File: src/hdl/lagged_rotate_xor_random_generator_defines.svh
// Assertion helpers, compiled out under SYNTH
`ifndef LAGGED_ROTATE_XOR_RANDOM_GENERATOR_DEFINES_SVH
`define LAGGED_ROTATE_XOR_RANDOM_GENERATOR_DEFINES_SVH

`ifndef SYNTH
`define LRXG_ASSERT_SAME(lbl, ante, cons) \
    lbl: assert property (@(posedge clk) disable iff (!rst_n) (ante) |-> (cons)) \
        else $error("lrxg check failed");
`define LRXG_ASSERT_NEXT(lbl, ante, cons) \
    lbl: assert property (@(posedge clk) disable iff (!rst_n) (ante) |=> (cons)) \
        else $error("lrxg check failed");
`else
`define LRXG_ASSERT_SAME(lbl, ante, cons)
`define LRXG_ASSERT_NEXT(lbl, ante, cons)
`endif

`endif

File: src/hdl/lrxg_pkg.sv
package lrxg_pkg;

    localparam int WORD_W  = 64;
    localparam int PAIRS   = 16;
    localparam int IDX_W   = $clog2(PAIRS);

    localparam int ROT_FIRST_DEF  = 7;
    localparam int ROT_SECOND_DEF = 3;

    typedef logic [WORD_W-1:0] word_t;
    typedef logic [IDX_W-1:0]  idx_t;

    typedef enum logic
    {
        FUNC_NEXT = 1'b0,
        FUNC_SEED = 1'b1
    } func_t;

    typedef struct packed
    {
        logic en;
        idx_t addr;
    } ram_rd_t;

    typedef struct packed
    {
        logic  en;
        idx_t  addr;
        word_t data;
    } ram_wr_t;

    function automatic word_t rol(word_t v, int unsigned amt);
        logic [5:0] r;
        r = amt[5:0];
        return (v << r) | (v >> (7'd64 - {1'b0, r}));
    endfunction

    // reset contents of the even words (word 2k)
    function automatic word_t even_init(idx_t k);
        case (k)
            4'd0:    return 64'h4ba36abdd2101f45;
            4'd1:    return 64'h64d3ace9af613b66;
            4'd2:    return 64'hf0891daafe3f9dc7;
            4'd3:    return 64'hb6bf3b95b2df9b65;
            4'd4:    return 64'h899dc6230b46a815;
            4'd5:    return 64'hcf5cd8980a7c06d7;
            4'd6:    return 64'h40d5055ed352d4ae;
            4'd7:    return 64'hd1e58c8c50e29e38;
            4'd8:    return 64'h192a216dd430eb7f;
            4'd9:    return 64'h59f35d5ac1aa2981;
            4'd10:   return 64'h54e622b4fc83c00d;
            4'd11:   return 64'h57e76935fc1a0c6e;
            4'd12:   return 64'h0a38da42aa3bdcb3;
            4'd13:   return 64'h3bb14865eb39354a;
            4'd14:   return 64'h1cb7789893230d4c;
            default: return 64'h1befbf17dd838805;
        endcase
    endfunction

    // odd words (word 2k+1) never change
    function automatic word_t odd_word(idx_t k);
        case (k)
            4'd0:    return 64'h6fe534cd2dfa03c1;
            4'd1:    return 64'he084227d10b2e63b;
            4'd2:    return 64'h769dfe43bcfa4141;
            4'd3:    return 64'h235673bbf5199f3a;
            4'd4:    return 64'h3218aba366f1a731;
            4'd5:    return 64'hc76089f5f18ef3f3;
            4'd6:    return 64'ha5c15365158108bf;
            4'd7:    return 64'h47b89b586e54bb01;
            4'd8:    return 64'h0f7dd278b7855a81;
            4'd9:    return 64'hc68b03f3e69e2149;
            4'd10:   return 64'h92cf04d3c7a040f1;
            4'd11:   return 64'h8f7f8b7fed89075d;
            4'd12:   return 64'hafb12452313261f8;
            4'd13:   return 64'h77e0ae034986274d;
            4'd14:   return 64'h3789c9e12df2b254;
            default: return 64'h78472f6734fa698d;
        endcase
    endfunction

endpackage

File: src/hdl/lrxg_even_ram.sv
module lrxg_even_ram
(
    input  logic              clk,
    input  logic              rst_n,
    input  lrxg_pkg::ram_rd_t rd,
    input  lrxg_pkg::ram_wr_t wr,
    output lrxg_pkg::word_t   rd_data
);

    lrxg_pkg::word_t                 mem [lrxg_pkg::PAIRS];
    logic [lrxg_pkg::PAIRS-1:0]      vld_reg;
    logic [lrxg_pkg::PAIRS-1:0]      vld_next;
    lrxg_pkg::word_t                 q_reg;
    lrxg_pkg::word_t                 fwd_data_reg;
    lrxg_pkg::idx_t                  addr_reg;
    logic                            q_vld_reg;
    logic                            fwd_reg;

    always_ff @(posedge clk)
    begin
        if (wr.en)
        begin
            mem[wr.addr] <= wr.data;
        end
        if (rd.en)
        begin
            q_reg        <= mem[rd.addr];
            addr_reg     <= rd.addr;
            fwd_data_reg <= wr.data;
        end
    end

    always_comb
    begin
        vld_next = vld_reg;
        if (wr.en)
        begin
            vld_next[wr.addr] = 1'b1;
        end
    end

    always_ff @(posedge clk or negedge rst_n)
    begin
        if (!rst_n)
        begin
            vld_reg   <= '0;
            q_vld_reg <= 1'b0;
            fwd_reg   <= 1'b0;
        end
        else
        begin
            vld_reg <= vld_next;
            if (rd.en)
            begin
                q_vld_reg <= vld_reg[rd.addr];
                fwd_reg   <= wr.en && (wr.addr == rd.addr);
            end
        end
    end

    // write-first on a same-cycle collision; unwritten entries read as reset words
    assign rd_data = fwd_reg   ? fwd_data_reg :
                     q_vld_reg ? q_reg        : lrxg_pkg::even_init(addr_reg);

endmodule

File: src/hdl/lagged_rotate_xor_random_generator.sv
// An accepted word is registered in stage 1, then its result in the output register.
// Throughput: one word per cycle unless a held result stalls a NEXT word in stage 1.
// Seed words give no result. A held result blocks input only with a NEXT word in stage 1.
// Reset: pointer and accumulator cleared, RAM valid bits cleared so the even
// words read as their fixed reset values; no clearing pass.
`include "lagged_rotate_xor_random_generator_defines.svh"

module lagged_rotate_xor_random_generator
#(
    parameter int ROT_FIRST  = lrxg_pkg::ROT_FIRST_DEF,
    parameter int ROT_SECOND = lrxg_pkg::ROT_SECOND_DEF
)
(
    input  logic        clk,
    input  logic        rst_n,
    input  logic        s_axis_tvalid,
    output logic        s_axis_tready,
    input  logic [63:0] s_axis_tdata,   // [63:0] seed_value
    input  logic        s_axis_tuser,   // [0] func
    output logic        m_axis_tvalid,
    input  logic        m_axis_tready,
    output logic [63:0] m_axis_tdata    // [63:0] random_value
);

    lrxg_pkg::ram_rd_t rd;
    lrxg_pkg::ram_wr_t wr;
    lrxg_pkg::word_t   even_word;
    lrxg_pkg::word_t   fresh;

    lrxg_pkg::idx_t    ptr_reg,     ptr_next;
    lrxg_pkg::word_t   acc_reg,     acc_next;
    logic              s1_vld_reg,  s1_vld_next;
    lrxg_pkg::func_t   s1_func_reg;
    lrxg_pkg::idx_t    s1_k_reg;
    lrxg_pkg::word_t   s1_seed_reg;
    logic              out_vld_reg, out_vld_next;
    lrxg_pkg::word_t   out_data_reg;

    logic              accept;
    logic              s1_move;
    logic              s1_is_next;
    lrxg_pkg::func_t   in_func;

    assign in_func    = lrxg_pkg::func_t'(s_axis_tuser);
    assign s1_is_next = (s1_func_reg == lrxg_pkg::FUNC_NEXT);
    assign s1_move    = s1_vld_reg && (!s1_is_next || !out_vld_reg || m_axis_tready);
    assign s_axis_tready = !s1_vld_reg || s1_move;
    assign accept     = s_axis_tvalid && s_axis_tready;

    assign rd.en   = accept && (in_func == lrxg_pkg::FUNC_NEXT);
    assign rd.addr = ptr_reg;

    lrxg_even_ram u_ram
    (
        .clk     (clk),
        .rst_n   (rst_n),
        .rd      (rd),
        .wr      (wr),
        .rd_data (even_word)
    );

    assign fresh = lrxg_pkg::rol(even_word, ROT_FIRST)
                 ^ lrxg_pkg::rol(lrxg_pkg::odd_word(s1_k_reg), ROT_SECOND);

    always_comb
    begin
        wr.en   = s1_move;
        wr.addr = s1_is_next ? s1_k_reg : '0;
        wr.data = s1_is_next ? fresh    : s1_seed_reg;
    end

    always_comb
    begin
        ptr_next     = ptr_reg;
        acc_next     = acc_reg;
        s1_vld_next  = s1_vld_reg;
        out_vld_next = out_vld_reg;
        if (rd.en)
        begin
            ptr_next = ptr_reg + 1'b1;
        end
        if (accept)
        begin
            s1_vld_next = 1'b1;
        end
        else if (s1_move)
        begin
            s1_vld_next = 1'b0;
        end
        if (m_axis_tready)
        begin
            out_vld_next = 1'b0;
        end
        if (s1_move && s1_is_next)
        begin
            acc_next     = acc_reg ^ fresh;
            out_vld_next = 1'b1;
        end
    end

    always_ff @(posedge clk or negedge rst_n)
    begin
        if (!rst_n)
        begin
            ptr_reg     <= '0;
            acc_reg     <= '0;
            s1_vld_reg  <= 1'b0;
            out_vld_reg <= 1'b0;
        end
        else
        begin
            ptr_reg     <= ptr_next;
            acc_reg     <= acc_next;
            s1_vld_reg  <= s1_vld_next;
            out_vld_reg <= out_vld_next;
        end
    end

    always_ff @(posedge clk)
    begin
        if (accept)
        begin
            s1_func_reg <= in_func;
            s1_k_reg    <= ptr_reg;
            s1_seed_reg <= s_axis_tdata;
        end
        if (s1_move && s1_is_next)
        begin
            out_data_reg <= acc_next;
        end
    end

    assign m_axis_tvalid = out_vld_reg;
    assign m_axis_tdata  = out_data_reg;

    `LRXG_ASSERT_NEXT(a_next_enters_s1, rd.en, s1_vld_reg && s1_is_next)
    `LRXG_ASSERT_NEXT(a_ptr_step, rd.en, ptr_reg == $past(ptr_reg) + 1'b1)
    `LRXG_ASSERT_NEXT(a_seed_keeps_ptr, accept && !rd.en, $stable(ptr_reg))
    `LRXG_ASSERT_SAME(a_stall_blocks, s1_vld_reg && s1_is_next && out_vld_reg && !m_axis_tready, !s_axis_tready)

endmodule
File: config.mk
export PLATFORM = sky130hd
export DESIGN_NAME = lagged_rotate_xor_random_generator
export DESIGN_NICKNAME = d
export VERILOG_FILES = /design/src/hdl/lrxg_pkg.sv /design/src/hdl/lrxg_even_ram.sv /design/src/hdl/lagged_rotate_xor_random_generator.sv
export VERILOG_INCLUDE_DIRS = /design/src /design/src/hdl
export SDC_FILE = /design/constraint.sdc
export NUM_CORES = 2
export LEC_CHECK = 0
export BUFFER_PORTS_ARGS = -buffer_cell sky130_fd_sc_hd__clkbuf_2
export CAP_MARGIN = 30
export CORE_ASPECT_RATIO = 2
export CORE_MARGIN = 3
export CORE_UTILIZATION = 50
export CTS_BUF_LIST = sky130_fd_sc_hd__clkbuf_16
export DETAILED_ROUTE_END_ITERATION = 7
export GPL_TIMING_DRIVEN = 0
export HOLD_SLACK_MARGIN = 0.08
export PLACE_DENSITY = 0.65
export SLEW_MARGIN = 10
export SYNTH_ARGS = -nofsm -noshare
export SYNTH_HDL_FRONTEND = slang
export SYNTH_SLANG_ARGS = --single-unit
export TNS_END_PERCENT = 10
File: constraint.sdc
create_clock -name clk -period 8 [get_ports clk]
set_clock_uncertainty 0.05 [all_clocks]
set_input_delay 0.8 -clock clk [delete_from_list [all_inputs] [get_ports clk]]
set_output_delay 0.8 -clock clk [all_outputs]
set_load 0.05 [all_outputs]
After elaboration in Yosys (flattened, before gate mapping)
Memories as Yosys holds them, arrays and structs flattened. A register that Yosys moved wholly into a read port is not among the register bits.
Index checks and enable logic that the tools add are counted.
- $add $sub $neg: 1
- magnitude comparators: 3
- equal/unequal tests: 1
- mux-type cells: 17
- bitwise gates (word level): 7
- reduce and logical (&&, ||, !) cells: 13
- operators by type and width (cell ; count):
    two-way mux 64 bit ; 4
    bitwise XOR 64 bit ; 2
    bitwise OR 64 x 3 -> 64 bit ; 1
    bitwise OR 64 x 7 -> 64 bit ; 1
    bitwise OR 16 bit ; 1
    two-way mux 4 bit ; 3
    less-than comparator 4 x 5 -> 1 bit, second input constant ; 2
    two-way mux 1 bit ; 8
    logical AND 1 bit ; 6
    adder 4 x 1 -> 4 bit, second input constant ; 1
    binary-select mux 1 bit (select 4 bit) ; 1
    demux 1 bit (select 4 bit) ; 1
    == test 4 bit ; 1
    greater-or-equal comparator 4 x 1 -> 1 bit, second input constant ; 1
    nonzero test 2 bit ; 2
    logical OR 1 bit ; 3
    logical NOT 1 bit ; 2
    inverter 1 bit ; 2
- register bits after elaboration: 289
- memory bits (writable): 1024
- ROM bits: 2048
- input port bits: 69
- output and inout port bits: 66
- logic and storage cells: 58
- memories: 3
- memory list (memory ; depth ; width ; read ports ; clocked after memory_dff ; write ports ; line ; RTL):
    (name not given) ; 16 ; 64 ; 1 ; 1 ; 0 ; lrxg_pkg.sv:62 ; case (k)
    (name not given) ; 16 ; 64 ; 1 ; 1 ; 0 ; lrxg_pkg.sv:40 ; case (k)
    u_ram.mem ; 16 ; 64 ; 1 ; 1 ; 1 ; lrxg_even_ram.sv:10 ; lrxg_pkg::word_t mem [lrxg_pkg::PAIRS];

Longest topological paths before layout
- depth in word-level cells: 8
- mapped depth: 11
- depth with buffers taken out: 10

By module
From an unflattened synthesis, not the netlist that was laid out.
- cells, all modules: 2866
- area total of the unflattened synthesis: 58112.0 um^2
- modules (own cells, without submodules) (module ; times used ; cells an instance ; area an instance (um^2) ; sequential area each (um^2)):
    lrxg_even_ram ; 1 ; 2092 ; 47291.6 ; 36445.0
    lagged_rotate_xor_random_generator ; 1 ; 774 ; 10820.4 ; 7026.7

Worst setup path before layout
No wires, ideal clock.
- path type: input -> register
- start point: input m_axis_tready
- end point: memory u_ram.mem[12][0] in the netlist's numbering (enable)
- setup time: 0.487 ns
- data arrival time: 4.495 ns
- required time: 7.463 ns
- path slack: 2.968 ns
- cell stages on the path: 6
- cell sequence: nand2b_1 o21ai_0 nor2_1 clkbuf_1 nand3_1 nor2_1
- longest elaborated chain between the ends: 4
- RTL lines (element ; line ; RTL):
    start: declaration ; lagged_rotate_xor_random_generator.sv:21 ; input logic m_axis_tready,
    logical OR 1 bit ; lagged_rotate_xor_random_generator.sv:46 ; assign s1_move = s1_vld_reg && (!s1_is_next || !out_vld_reg || m_axis_tready);
    logical AND 1 bit ; lagged_rotate_xor_random_generator.sv:46 ;
    two-way mux 1 bit ; lrxg_even_ram.sv:21 ; if (wr.en)
    two-way mux 1 bit (not written as such) ; lrxg_even_ram.sv:23 ; mem[wr.addr] <= wr.data;
    end: declaration ; lrxg_even_ram.sv:10 ;
Every way passes these cells.

==> results.sh <==
export IMPL_outcome="finished, final reports clean"
export IMPL_drcViolationCount=0
export IMPL_max_cap_violations=0
export IMPL_cts_buffers=131
export IMPL_fp_dieArea_mm2=0.122
export IMPL_initial_core_util=0.504
export IMPL_yosys_area_share_simple=0.0259
export IMPL_crit_path_top_delay_cell="a221oi_1"
export IMPL_worstSkewPairLatency_ns=0.77
export IMPL_rows=177
export IMPL_tns_ns=0
export IMPL_period_share=0.552
export IMPL_numPortBuffers=133
export IMPL_first_pass_iters=6
export IMPL_fin_area_mm2=0.0672
export IMPL_final_setup_viol_count=0
export IMPL_slew_violations=0
export IMPL_slew_headroom=0.0747
export IMPL_p_leak_uw=0.0223
export IMPL_timing_final_ws_setup_ns=3.59
export IMPL_final_common_cell="edfxtp_1"
export IMPL_antenna_found_initial=3
export IMPL_regMostFlops="u_ram.mem"
export IMPL_synthTopCellsByArea="edfxtp_1, mux4_2, dfxtp_1, dfrtp_1, mux2i_1"
export IMPL_fillCellCount=8621
export IMPL_drive_gt1_frac=0.271
export IMPL_async_flop_share=0.0585
export IMPL_cts_root_buffer="clkbuf_16"
export IMPL_die_x_um=248
export IMPL_grt_pass1_wl_mm=238
export IMPL_syn_cell_area_mm2=0.0586
export IMPL_endpoint_kind="flop"
export IMPL_pre_cts_slack_ns=3.07
export IMPL_multi_input_area_mm2=0.0142
export IMPL_rsz0062_at_grt="no"
export IMPL_synth_cell_types=83
export IMPL_cp_start_kind="flop"
export IMPL_pin_count=135
export IMPL_synthXorXnorAreaFrac=0.0206
export IMPL_p_per_area_mw_per_mm2=400
export IMPL_tightest_slew_ns=1.39
export IMPL_grt_pass1_vias=31900
export IMPL_viasPerCell=6.17
export IMPL_syn_inst=2997
export IMPL_postCtsSetupRepairBufs=0
export IMPL_synth_top_family_by_area="multiplexers"
export IMPL_fin_crit_ns=4.41
export IMPL_ff2ff_path_depth=8
export IMPL_ant_nets=0
export IMPL_grt_use_total=0.282
export IMPL_vias=30600
export IMPL_hold_path_depth=1
export IMPL_clk_path_buf_depth=3
export IMPL_hold_class="in -> reg"
export IMPL_synth_compound_area_frac=0.0325
export IMPL_mostFrequentLayoutCells="edfxtp_1, mux4_2, nand2_1"
export IMPL_ys_seq_area_frac=0.742
export IMPL_synth_flop_cell="edfxtp_1"
export IMPL_cpPeakStageDelay_ns=1.21
export IMPL_grt_overflow_total=0
export IMPL_cpMostUsedCell="buf_2"
export IMPL_wl_mm=168
export IMPL_grt_max_degree=90
export IMPL_path_cells="buf_2 > buf_2 > buf_2 > buf_2 > mux2i_1 > ha_1 > buf_1 > a221oi_1"
export IMPL_cp_data_arrival_time_ns=4.90
export IMPL_place_congestion=0.929
export IMPL_cp_max_fo=10
export IMPL_final_hold_violation_count=0
export IMPL_wl_per_cell_um=33.9
export IMPL_synth_area_leader_cell="edfxtp_1"
export IMPL_seqCellArea_mm2=0.0435
export IMPL_avgSynthCellArea_um2=19.5
export IMPL_cts_num_sinks=1505
export IMPL_ys_ff_latch=1505
export IMPL_dp_hpwl_mm=116
export IMPL_synth_edf_count=1289
export IMPL_synth_top_area_share=0.661
export IMPL_synth_mux_area_frac=0.158
export IMPL_nNetsFinal=3425
export IMPL_cts_htree_levels=4
export IMPL_crit_type="reg -> reg"
export IMPL_fmax_mhz=227
export IMPL_cts_tree="built"
export IMPL_area_growth_pct=14.7
export IMPL_drt_iter0_drc=3436
export IMPL_syn_num_nets=3084
export IMPL_synth_fa_ha_area_frac=0.00385
export IMPL_place_area_mm2=0.0627
export IMPL_ir_worst_vdd_mv=0.302
export IMPL_clk_pin_slew_ns=0.07
export IMPL_core_area_mm2=0.116
export IMPL_largest_reg_flops=1024
export IMPL_required_ns=8.49
export IMPL_die_h_um=490
export IMPL_synth_yosys_warnings=0
-- logic make-up after synthesis --
logic type | Yosys count
mux | 502
fa+ha+maj | 18
compound gates | 291
xor+xnor | 138
buf+inv | 195
simple gates | 348
flops | 1505
-- where the power goes --
group | total [µW] | leakage [µW] | internal (µW) | switching, µW
combinational | 9020 | 0.00623 | 3200 | 5830
sequential | 11300 | 0.0139 | 10900 | 438
clock | 6570 | 0.00224 | 3690 | 2880
total | 26900 | 0.0223 | 17700 | 9150
-- cells in the mapped netlist (5+ instances only) --
cell type  number
edfxtp_1     1289
mux4_2        324
nand2_1       184
dfxtp_1       128
o21ai_0       102
mux2i_1        99
dfrtp_1        88
nor2_1         83
clkbuf_1       72
mux2_2         70
xnor2_1        70
xor2_1         68
buf_2          45
a21oi_1        42
buf_4          25
nand3_1        21
buf_1          20
ha_1           18
o22ai_1        18
inv_1          14
a22oi_1        13
nand2b_1       13
o21bai_1       13
a211oi_1       12
buf_6          12
nor3_1         12
a31oi_1        10
nor2b_1         8
a2bb2oi_1       7
o211ai_1        7
a221oi_1        6
o2bb2ai_1       6
or2_2           6
a21o_1          5
mux2i_4         5
o221ai_1        5
-- worst max-delay path: cells and delay by family, from the launching register on --
family,cells,cell delay [ns]
adder cells (fa/ha/maj),1,0.27
multiplexers,1,0.23
buffers and inverters,5,1.98
AO/OA/AOI/OAI,1,1.21
flip-flops,1,0.41
-- routing by layer --
layer | up-vias | GRT usage | share of wire
met2 | 1505 | 0.487 | 0.52
met5 | - | 0 | 0
met3 | 350 | 0.0413 | 0.060
li1 | 12600 | - | -
met1 | 16100 | 0.354 | 0.37
met4 | 0 | 0.119 | 0.048
-- path summary, 6_finish.rpt --
check / from / endpoint / slack (ns)
max in group asynchronous: rst_n / acc_reg[39]$_DFF_PN0_ / 6.82
worst min-delay path: s_axis_tdata[33] / s1_seed_reg[33]$_DFFE_PP_ / 0.15
min in group asynchronous: rst_n / acc_reg[6]$_DFF_PN0_ / 0.37
worst max-delay path: ptr_reg[1]$_DFFE_PN0P_ / flop / 3.59
worst max register to register: ptr_reg[1]$_DFFE_PN0P_ / flop / 3.59
worst min register to register: acc_reg[41]$_DFF_PN0_ / acc_reg[41]$_DFF_PN0_ / 0.41
-- stage by stage --
step / power, µW / util / std cells / hold WS [ns]
global placement: 20200 / 0.526 / 4651 / 0.397
floorplan: 16900 / - / 2997 / 0.384
CTS: 27000 / 0.578 / 4961 / 0.0924
global route: 27800 / 0.578 / 4966 / 0.118
finish: 26900 / 0.578 / 4967 / 0.155
detailed placement: 20500 / 0.539 / 4722 / 0.405
-- cell type report --
| type | instances | area share |
|---|---|---|
| timing repair buffer | 208 | 0.0317 |
| multi-input combinational | 1297 | 0.212 |
| tap | 1521 | 0.0283 |
| clock buffer | 139 | 0.0518 |
| inverter | 20 | 0.00123 |
| antenna | 3 | 0.000112 |
| buffer | 175 | 0.0138 |
| clock inverter | 99 | 0.0143 |
| sequential | 1505 | 0.647 |
-- what timing repair did --
| item | in CTS | in global routing |
|---|---|---|
| gates resized for setup | 0 | 0 |
| hold buffers | 1 | 0 |
| hold endpoints to repair | 88 | 0 |
Power figures use the tool's default switching activity.
